## config.mk

```make
export PLATFORM = sky130hd
export DESIGN_NAME = imprecise_sharer_directory_entry_flat
export DESIGN_NICKNAME = d
export VERILOG_FILES = /design/src/rtl/isde_pkg.sv /design/src/rtl/isde_req_if.sv /design/src/rtl/isde_rsp_if.sv /design/src/rtl/imprecise_sharer_directory_entry.sv /design/src/rtl/isde_update.sv /design/src/rtl/isde_result.sv /design/src/flat_wrapper.sv
export SDC_FILE = /design/constraint.sdc
export NUM_CORES = 1
export LEC_CHECK = 0
export ABC_CLOCK_PERIOD_IN_PS = 16600
export BUFFER_PORTS_ARGS = -buffer_cell sky130_fd_sc_hd__clkbuf_2
export CORE_MARGIN = 2
export CORE_UTILIZATION = 60
export DETAILED_ROUTE_END_ITERATION = 12
export PLACE_DENSITY_LB_ADDON = 0.2
export SLEW_MARGIN = 20
export SYNTH_ARGS = -nofsm -noshare
export SYNTH_HDL_FRONTEND = slang
export SYNTH_HIERARCHICAL = 1
export SYNTH_SLANG_ARGS = --single-unit
```

## constraint.sdc

```tcl
create_clock -name clk -period 16.6 [get_ports clk]
set_input_delay 0.83 -clock clk [delete_from_list [all_inputs] [get_ports clk]]
set_output_delay 0.83 -clock clk [all_outputs]
set_load 0.01 [all_outputs]
```

## src/rtl/isde_pkg.sv

```systemverilog
`timescale 1ns / 1ps
// isde_pkg: constants, request and mode codes, entry state type and helper functions
// for the imprecise sharer directory entry; no dependencies

package isde_pkg;

	localparam int MESH_WIDTH    = 4;
	localparam int MESH_HEIGHT   = 4;
	localparam int POINTER_LIMIT = 2;
	localparam int WORD_BITS     = 4;
	localparam int GROUP_SIZE    = 2;

	localparam int NUM_NODES  = MESH_WIDTH * MESH_HEIGHT;
	localparam int NUM_GROUPS = POINTER_LIMIT * WORD_BITS;
	localparam int NODE_W     = 4;
	localparam int MASK_W     = 16;
	localparam int REQ_W      = 2;
	localparam int MODE_W     = 2;
	localparam int DIST_W     = 3;
	localparam int DIST_MAX   = 7;
	localparam int RAW_W      = $clog2(MESH_WIDTH + MESH_HEIGHT - 1);

	localparam logic [REQ_W-1:0] REQ_ADD    = 2'd0;
	localparam logic [REQ_W-1:0] REQ_REMOVE = 2'd1;
	localparam logic [REQ_W-1:0] REQ_CLEAR  = 2'd2;
	localparam logic [REQ_W-1:0] REQ_QUERY  = 2'd3;

	localparam logic [MODE_W-1:0] MODE_LP     = 2'd0;
	localparam logic [MODE_W-1:0] MODE_COARSE = 2'd1;
	localparam logic [MODE_W-1:0] MODE_DIST   = 2'd2;
	localparam logic [MODE_W-1:0] MODE_RSVD   = 2'd3;

	typedef struct packed {
		logic [MASK_W-1:0]     precise_bits;
		logic                  widened;
		logic [NUM_GROUPS-1:0] group_bits;
		logic [NODE_W-1:0]     home_node;
		logic                  distance_valid;
		logic [DIST_W-1:0]     max_distance;
	} isde_state_t;

	// nodes that exist in the mesh, within the visible mask
	function automatic logic [MASK_W-1:0] all_nodes();
		logic [MASK_W-1:0] m;
		m = '0;
		for (int n = 0; n < MASK_W; n++) begin
			m[n] = (n < NUM_NODES);
		end
		return m;
	endfunction

	function automatic logic [RAW_W-1:0] manhattan(logic [NODE_W-1:0] a, logic [NODE_W-1:0] b);
		int unsigned ra;
		int unsigned rb;
		int unsigned ca;
		int unsigned cb;
		int unsigned dr;
		int unsigned dc;
		ra = int'(a) / MESH_WIDTH;
		rb = int'(b) / MESH_WIDTH;
		ca = int'(a) % MESH_WIDTH;
		cb = int'(b) % MESH_WIDTH;
		dr = (ra > rb) ? ra - rb : rb - ra;
		dc = (ca > cb) ? ca - cb : cb - ca;
		return RAW_W'(dr + dc);
	endfunction

	// group bit for one node, none when the group is out of range
	function automatic logic [NUM_GROUPS-1:0] group_of(logic [NODE_W-1:0] node);
		logic [NUM_GROUPS-1:0] g;
		g = '0;
		for (int k = 0; k < NUM_GROUPS; k++) begin
			g[k] = ((int'(node) / GROUP_SIZE) == k);
		end
		return g;
	endfunction

	function automatic logic [NUM_GROUPS-1:0] fold_groups(logic [MASK_W-1:0] pb);
		logic [NUM_GROUPS-1:0] g;
		g = '0;
		for (int n = 0; n < MASK_W; n++) begin
			if (n < NUM_NODES && (n / GROUP_SIZE) < NUM_GROUPS && pb[n]) begin
				g[n / GROUP_SIZE] = 1'b1;
			end
		end
		return g;
	endfunction

endpackage

```

## src/rtl/isde_req_if.sv

```systemverilog
`timescale 1ns / 1ps
// isde_req_if: request channel (valid, ready, req_type, node)
// depends on isde_pkg

interface isde_req_if;
	import isde_pkg::*;

	logic              valid;
	logic              ready;
	logic [REQ_W-1:0]  req_type;
	logic [NODE_W-1:0] node;

	modport source (output valid, output req_type, output node, input ready);
	modport sink (input valid, input req_type, input node, output ready);
endinterface

```

## src/rtl/isde_rsp_if.sv

```systemverilog
`timescale 1ns / 1ps
// isde_rsp_if: result channel (valid, ready, sharer_mask, is_broadcast)
// depends on isde_pkg

interface isde_rsp_if;
	import isde_pkg::*;

	logic              valid;
	logic              ready;
	logic [MASK_W-1:0] sharer_mask;
	logic              is_broadcast;

	modport source (output valid, output sharer_mask, output is_broadcast, input ready);
	modport sink (input valid, input sharer_mask, input is_broadcast, output ready);
endinterface

```

## src/rtl/imprecise_sharer_directory_entry.sv

```systemverilog
`timescale 1ns / 1ps
// imprecise_sharer_directory_entry: top level, input stage, entry state and result stage
// depends on isde_pkg, isde_req_if, isde_rsp_if, isde_update, isde_result
//
// channel  dir  payload                    transfer when
// req      in   req_type[1:0], node[3:0]   req.valid && req.ready
// rsp      out  sharer_mask[15:0], is_broadcast  rsp.valid && rsp.ready
// cfg      in   cfg_wdata[1:0]             cfg_we
//
// a request is registered, then the entry update and result run combinationally into the
// result register; one request per cycle sustained while the result side is not stalled
// arst_n clears mode, entry and both stage valids
// a stalled result holds; the input stage keeps taking requests while it can drain

module imprecise_sharer_directory_entry (
	input  logic                        clk,
	input  logic                        arst_n,
	input  logic                        cfg_we,
	input  logic [isde_pkg::MODE_W-1:0] cfg_wdata,
	isde_req_if.sink                    req,
	isde_rsp_if.source                  rsp
);
	import isde_pkg::*;

	logic [MODE_W-1:0] rep_q;
	isde_state_t       state_q;
	isde_state_t       state_nxt;

	logic              valid_s1;
	logic [REQ_W-1:0]  req_type_s1;
	logic [NODE_W-1:0] node_s1;

	logic              valid_s2;
	logic [MASK_W-1:0] mask_s2;
	logic              bcast_s2;

	logic [MODE_W-1:0] mode;
	logic              advance;
	logic [MASK_W-1:0] mask_nxt;
	logic              bcast_nxt;

	assign mode      = (rep_q == MODE_RSVD) ? MODE_LP : rep_q;
	assign advance   = valid_s1 && (!valid_s2 || rsp.ready);
	assign req.ready = !valid_s1 || advance;

	isde_update u_update (
		.mode     (mode),
		.req_type (req_type_s1),
		.node     (node_s1),
		.cur      (state_q),
		.nxt      (state_nxt)
	);

	isde_result u_result (
		.mode         (mode),
		.st           (state_nxt),
		.sharer_mask  (mask_nxt),
		.is_broadcast (bcast_nxt)
	);

	always_ff @(posedge clk or negedge arst_n) begin
		if (!arst_n) begin
			rep_q    <= MODE_LP;
			state_q  <= '0;
			valid_s1 <= 1'b0;
			valid_s2 <= 1'b0;
		end else begin
			if (req.ready) begin
				valid_s1 <= req.valid;
			end
			if (advance) begin
				valid_s2 <= 1'b1;
			end else if (rsp.ready) begin
				valid_s2 <= 1'b0;
			end
			// mode write clears the entry
			if (cfg_we) begin
				rep_q   <= cfg_wdata;
				state_q <= '0;
			end else if (advance) begin
				state_q <= state_nxt;
			end
		end
	end

	always_ff @(posedge clk) begin
		if (req.valid && req.ready) begin
			req_type_s1 <= req.req_type;
			node_s1     <= req.node;
		end
		if (advance) begin
			mask_s2  <= mask_nxt;
			bcast_s2 <= bcast_nxt;
		end
	end

	assign rsp.valid        = valid_s2;
	assign rsp.sharer_mask  = mask_s2;
	assign rsp.is_broadcast = bcast_s2;

endmodule

```

## src/rtl/isde_update.sv

```systemverilog
`timescale 1ns / 1ps
// isde_update: next entry state for one request in the effective mode
// depends on isde_pkg

module isde_update (
	input  logic [isde_pkg::MODE_W-1:0] mode,
	input  logic [isde_pkg::REQ_W-1:0]  req_type,
	input  logic [isde_pkg::NODE_W-1:0] node,
	input  isde_pkg::isde_state_t       cur,
	output isde_pkg::isde_state_t       nxt
);
	import isde_pkg::*;

	logic                  on_mesh;
	logic [MASK_W-1:0]     added;
	logic                  overflow;
	logic [RAW_W-1:0]      dist_raw;
	logic [DIST_W-1:0]     dist_sat;

	assign on_mesh  = (int'(node) < NUM_NODES);
	assign added    = cur.precise_bits | (MASK_W'(1) << node);
	assign overflow = ($countones(added) > POINTER_LIMIT);
	assign dist_raw = manhattan(cur.home_node, node);
	assign dist_sat = (int'(dist_raw) > DIST_MAX) ? DIST_W'(DIST_MAX) : DIST_W'(dist_raw);

	always_comb begin
		nxt = cur;
		if (req_type == REQ_CLEAR) begin
			nxt = '0;
		end else if (req_type == REQ_ADD && on_mesh) begin
			unique case (mode)
				MODE_LP: begin
					if (!cur.widened) begin
						nxt.precise_bits = overflow ? all_nodes() : added;
						nxt.widened      = overflow;
					end
				end
				MODE_COARSE: begin
					if (!cur.widened) begin
						if (overflow) begin
							nxt.widened      = 1'b1;
							nxt.group_bits   = fold_groups(added);
							nxt.precise_bits = '0;
						end else begin
							nxt.precise_bits = added;
						end
					end else begin
						nxt.group_bits = cur.group_bits | group_of(node);
					end
				end
				default: begin
					if (!cur.distance_valid) begin
						nxt.home_node      = node;
						nxt.distance_valid = 1'b1;
						nxt.max_distance   = '0;
					end else if (dist_sat > cur.max_distance) begin
						nxt.max_distance = dist_sat;
					end
				end
			endcase
		end else if (req_type == REQ_REMOVE && on_mesh) begin
			if (mode == MODE_DIST) begin
				if (cur.distance_valid && cur.max_distance == '0 && node == cur.home_node) begin
					nxt.distance_valid = 1'b0;
				end
			end else if (!cur.widened) begin
				nxt.precise_bits = cur.precise_bits & ~(MASK_W'(1) << node);
			end
		end
	end

endmodule

```

## src/rtl/isde_result.sv

```systemverilog
`timescale 1ns / 1ps
// isde_result: sharer mask and broadcast flag for an entry state
// depends on isde_pkg

module isde_result (
	input  logic [isde_pkg::MODE_W-1:0] mode,
	input  isde_pkg::isde_state_t       st,
	output logic [isde_pkg::MASK_W-1:0] sharer_mask,
	output logic                        is_broadcast
);
	import isde_pkg::*;

	logic [MASK_W-1:0] coarse_mask;
	logic [MASK_W-1:0] dist_mask;

	always_comb begin
		coarse_mask = '0;
		dist_mask   = '0;
		for (int n = 0; n < MASK_W; n++) begin
			if (n < NUM_NODES && (n / GROUP_SIZE) < NUM_GROUPS) begin
				coarse_mask[n] = st.group_bits[n / GROUP_SIZE];
			end
			if (n < NUM_NODES) begin
				dist_mask[n] = st.distance_valid &&
					(int'(manhattan(NODE_W'(n), st.home_node)) <= int'(st.max_distance));
			end
		end
	end

	always_comb begin
		unique case (mode)
			MODE_LP: begin
				sharer_mask  = st.precise_bits;
				is_broadcast = st.widened;
			end
			MODE_COARSE: begin
				sharer_mask  = st.widened ? coarse_mask : st.precise_bits;
				is_broadcast = st.widened && (st.group_bits == '1);
			end
			default: begin
				sharer_mask  = dist_mask;
				is_broadcast = (dist_mask == all_nodes());
			end
		endcase
	end

endmodule

```

## src/flat_wrapper.sv

```systemverilog
// flat-port wrapper written by rule: the top's interface ports become plain ports
module imprecise_sharer_directory_entry_flat import isde_pkg::*;
  (clk, arst_n, cfg_we, cfg_wdata, req_valid, req_req_type, req_node, req_ready, rsp_valid, rsp_sharer_mask, rsp_is_broadcast, rsp_ready);
  isde_req_if req_i ();
  isde_rsp_if rsp_i ();
  input  logic clk;
  input  logic arst_n;
  input  logic cfg_we;
  input  logic [isde_pkg::MODE_W-1:0] cfg_wdata;
  input wire logic [$bits(req_i.valid)-1:0] req_valid;
  input wire logic [$bits(req_i.req_type)-1:0] req_req_type;
  input wire logic [$bits(req_i.node)-1:0] req_node;
  output wire logic [$bits(req_i.ready)-1:0] req_ready;
  output wire logic [$bits(rsp_i.valid)-1:0] rsp_valid;
  output wire logic [$bits(rsp_i.sharer_mask)-1:0] rsp_sharer_mask;
  output wire logic [$bits(rsp_i.is_broadcast)-1:0] rsp_is_broadcast;
  input wire logic [$bits(rsp_i.ready)-1:0] rsp_ready;
  assign req_i.valid = req_valid;
  assign req_i.req_type = req_req_type;
  assign req_i.node = req_node;
  assign req_ready = req_i.ready;
  assign rsp_valid = rsp_i.valid;
  assign rsp_sharer_mask = rsp_i.sharer_mask;
  assign rsp_is_broadcast = rsp_i.is_broadcast;
  assign rsp_i.ready = rsp_ready;
  imprecise_sharer_directory_entry u_core (.clk(clk), .arst_n(arst_n), .cfg_we(cfg_we), .cfg_wdata(cfg_wdata), .req(req_i), .rsp(rsp_i));
endmodule
```

== Yosys cells after proc, flatten, opt, wreduce, memory -nomap -nowiden ==
Cells that the tools add are included.
Storage, ports and cells
  flip-flop bits (word level): 60
  output and inout port bits: 19
  logic and storage cells: 200
Operators by class
  add/subtract/negate cells: 50
  $lt $le $gt $ge: 28
  equal/unequal tests: 15
  shift operators: 1
  multiplexer cells: 57
  bitwise logic cells: 4
  reductions and logical operators: 32
Operators by type and width (number)
  two-way mux 16 bit: 7
  two-way mux 33 bit: 3
  adder 3 bit: 17
  less-or-equal comparator 3 bit: 16
  two-way mux 3 bit: 13
  two-way mux 17 bit: 2
  one-hot mux 17 bit (2 select lines): 1
  logical NOT 32 bit: 1
  one-hot mux 16 bit (2 select lines): 1
  two-way mux 8 bit: 3
  two-way mux 1 bit: 22
  logical AND 1 bit: 21
  adder 1 x 1 -> 2 bit: 8
  AND 16 bit: 1
  equality test 16 bit, second input constant: 1
  inverter 16 bit: 1
  OR 16 bit: 1
  left shift 1 x 4 -> 16 bit, first input constant: 1
  two-way mux 13 bit: 1
  adder 2 x 2 -> 3 bit: 4
  equality test 3 bit, second input constant: 4
  subtractor 1 x 2 -> 3 bit, first input constant: 4
  subtractor 2 x 2 -> 3 bit: 4
  subtractor 2 x 2 -> 3 bit, first input constant: 4
  26 further kinds: 46

== Logic depth before layout (Yosys ltp) ==
  depth in word-level cells: 19
  depth in mapped cells: 24
  depth with buffers taken out: 22

== Modules after synthesis ==
Netlist, hierarchy kept.
By module, submodules not included
  imprecise_sharer_directory_entry: instances 1, cells each 188, area each 2578.7 um2
  isde_update: instances 1, cells each 284, area each 2052.0 um2
  isde_result: instances 1, cells each 246, area each 1958.1 um2

== Least setup slack after synthesis ==
OpenSTA, ideal clock, no wires.
  path type: register -> register
  start: register u_core.node_s1[1]
  end: register u_core.mask_s2[13] (netlist: u_core/rsp.sharer_mask[13]), data pin
  setup time: 0.152 ns
  data arrival time: 5.586 ns
  required time: 16.448 ns
  setup slack: 10.862 ns
  stages on the path, launching flop included: 22
  period minus slack after synthesis: 5.738 ns
  cell sequence: edfxtp_1 buf_2 clkbuf_1 a31oi_1 fa_1 fa_1 inv_1 fa_1 inv_1 fa_1 inv_1 ha_1 fa_1 nand2b_1 o21a_1 nor2_4 or3_1 a21oi_1 and3b_1 clkbuf_1 a22oi_1 o21ai_0
RTL lines
  start: declaration: RTL line imprecise_sharer_directory_entry.sv:31  | logic [NODE_W-1:0] node_s1;
  start signal: assignment: RTL line imprecise_sharer_directory_entry.sv:89  | node_s1 <= req.node;
  end signal: assignment: RTL line imprecise_sharer_directory_entry.sv:92  | mask_s2 <= mask_nxt;
  end: declaration: RTL line imprecise_sharer_directory_entry.sv:34  | logic [MASK_W-1:0] mask_s2;

==> results.toml <==
[run_status]
status = "finished, final reports clean"

[cts]
cts-root-buf = "clkbuf_8"
cts_resized = 0
numCtsBuffers = 9
worstSkewPairLatency_ns = 0.35
cts_tree = "done"
post_cts_buffers = 0
clock_sinks = 60
path_clk_slew_ns = 0.07
ctsHoldBuffers = 0
cts_buffer_depth = 2
htreeDepth = 3

[die]
core_um2 = 10800
row_count = 38
die_area_um2 = 11800
start_util_pct = 61.0
boundaryPins = 32
chipHeight_um = 109
die_w_um = 109

[synthesis]
synthCells = 718
synth_compound_area_share_pct = 22.2
ys_warn_count = 6
syn-num-nets = 825
synth_cell_types = 71
synth_enable_flop_cells = 23
ys_seq_area_share_pct = 24.5
synthMuxAreaShare_pct = 1.10
synth_adder_area_share_pct = 20.9
synth_xor_area_share_pct = 3.00
synthFlopType = "dfrtp_1"
synth_top_family_by_area = "compound AO/OA/AOI/OAI gates"
ys_ff_latch = 60
synthSimpleGateAreaFrac_pct = 21.4
synth_async_sr_flop_share_pct = 61.7
syn_avg_cell_area_um2 = 9.18
syn-cell-area_um2 = 6590

[sta]
finalSetupViolCount = 0
fmax_mhz = 142
final.min_clock_period_ns = 7.05
rsz0062_at_grt = "false"
worst_slack_ns = 9.55
tightest_slew_ns = 0.967
min_period_over_period_pct = 42.4
hold_viol_final = 0
maxSlewHeadroom_pct = 35.5
setup-tns-final_ns = 0
slew_viol_final = 0
fin_skew_ns = 0.0116

[global_routing]
gr-usage-all-layers_pct = 31.8
antenna_found_initial = 0
grt_pass1_vias = 5471
grt_max_degree = 69
grt_overflow = 0
grt_pass1_wl_mm = 28.6

[critical_path]
max_stage_delay_ns = 0.96
cp_common_cell = "fa_1"
worst-setup-path-type = "reg -> reg"
crit_path_max_fanout = 24
arrival_ns = 7.13
cp-start-kind = "flop"
r2r-end = "u_core/rsp.sharer_mask[4]"
critPathRequiredTime_ns = 16.68
crit_chain = "inv_1 -> nand2_1 -> nor2_1 -> nor2_1 -> fa_1 -> fa_1 -> inv_1 -> fa_1 -> inv_1 -> fa_1 -> inv_1 -> ha_1 -> fa_1 -> nand2b_1 -> o21a_1 -> nor2_4 -> or3_1 -> a21oi_1 -> a21oi_1 -> a22oi_1 -> o21ai_0"
rr_worst_depth = 21
cpMaxStageDelayCell = "edfxtp_1"
worst_r2r_startpoint = "u_core/node_s1[1]"
reg2reg_setup_slack_ns = 9.55
cp-end-kind = "flop"

[run]
cap_violations = 0

[pwr]
power_frac_seq_pct = 17.6
power.switching_uw = 761
p_int_uw = 661
clock_power_share_pct = 10.1
peakVddDrop_mv = 0.213
leakagePower_nw = 2.92
p_comb_share_pct = 72.3
power_density_nw_per_um2 = 205
p_sw_share_pct = 53.5

[route]
initialDrtViolationCount = 550
vias = 5700
drc_errors = 0
vias_per_cell = 6.55
ant_nets = 0
avgRoutedWirePerCell_um = 20.7
first_pass_iters = 5
drt-total-wl_mm = 18.1

[cells_and_area]
final_cell_mix = "67 x ha_1, 59 x inv_1, 53 x o21ai_0"
final_util_pct = 64.4
syn_to_final_growth_pct = 5.45
antenna_cells = 0
fill_cells = 876
register_area_um2 = 1620
drive_above_1_share_pct = 14.9
final_nets = 832
multi_input_area_um2 = 4520
final_common_cell = "ha_1"

[min_path]
holdPathStages = 1
holdPathEnd = "u_core/rep_q[1]"
min-delay-start = "u_core/rep_q[1]"
hp-class = "reg -> reg"

[placement]
hpwlAfterDp_mm = 13.4
pre_cts_ws_ns = 9.77
io_buffers = 31
gp_congestion = 0.984
==> critical path, delay by kind of cell (launching register included) <==
kind	cells	cell delay (ns)
fa+ha+maj	6	2.64
compound gates	5	1.55
simple gates	6	1.10
flops	1	0.96
buf+inv	4	0.51
==> area by class of cell <==
class,count,share of cell area (%)
inverter,61,3.30
clock inverter,6,1.13
tap,140,2.52
timing repair buffer,37,2.88
multi-input combinational,556,65.1
clock buffer,10,1.84
sequential,60,23.3
==> synth_stat cells (23+ instances only) <==
library cell,count,area (um2)
nand3_1,27,135
a21oi_1,27,135
inv_1,59,221
ha_1,67,838
o21ai_0,53,265
nand4b_1,34,298
o21ai_2,29,254
nor2_1,36,135
dfrtp_1,37,926
fa_1,27,541
edfxtp_1,23,691
nand2b_1,44,275
nand2_1,27,101
==> metrics by stage <==
step / cells / hold WS [ns] / cell area [um2] / power [mW]
6_report: 870 / 0.540 / 6950 / 1.42
5_1_grt: 870 / 0.552 / 6950 / 1.54
4_1_cts: 870 / 0.538 / 6950 / 1.38
3_5_place_dp: 854 / 0.520 / 6740 / 1.23
3_3_place_gp: 854 / 0.509 / 6740 / 1.22
2_1_floorplan: 718 / 0.496 / 6590 / 1.03
==> power groups by stage <==
stage	Clock (mW)	Sequential, mW	Combinational (mW)
6_report	0.143	0.251	1.03
5_1_grt	0.153	0.255	1.13
4_1_cts	0.146	0.249	0.985
3_5_place_dp	0	0.252	0.982
3_3_place_gp	0	0.252	0.972
2_1_floorplan	0	0.248	0.781
==> state kept, by name (all words and copies together), names as in the netlist <==
register,cells
u_core/rsp.is_broadcast,1
u_core/req_type_s1,2
u_core/state_q,33
u_core/rsp.valid,1
u_core/rsp.sharer_mask,16
u_core/node_s1,4
u_core/valid_s1,1
u_core/rep_q,2
==> worst max-delay path by stage <==
stage	start	endpoint	slack, ns	depth (start not counted)
2_1_floorplan	u_core/node_s1[1]	u_core/rsp.sharer_mask[13]	10.86	21
3_3_place_gp	u_core/node_s1[1]	u_core/rsp.sharer_mask[6]	9.93	21
3_5_place_dp	u_core/node_s1[1]	u_core/rsp.sharer_mask[4]	9.77	21
4_1_cts	u_core/node_s1[1]	u_core/rsp.sharer_mask[6]	9.73	21
5_1_grt	u_core/node_s1[1]	u_core/rsp.sharer_mask[15]	9.05	21
6_report	u_core/node_s1[1]	u_core/rsp.sharer_mask[4]	9.55	21
==> kinds of logic (layout without fill, tap and decap cells) <==
group	Yosys count	in the layout
AO/OA/AOI/OAI	201	201
XOR/XNOR	21	21
adder cells (fa/ha/maj)	94	94
buffers and inverters	102	114
flip-flops	60	60
multiplexers	7	7
AND/OR/NAND/NOR	233	233
==> per-layer routing <==
layer  wire (um)  vias up  global-route usage [%]
li1            -     2624                       -
met3        1690       54                    9.15
met2        8100      272                    49.0
met4         514        0                    11.4
met5           0        -                   0.446
met1        7750     2750                    42.8
Power figures use the tool's default switching activity.
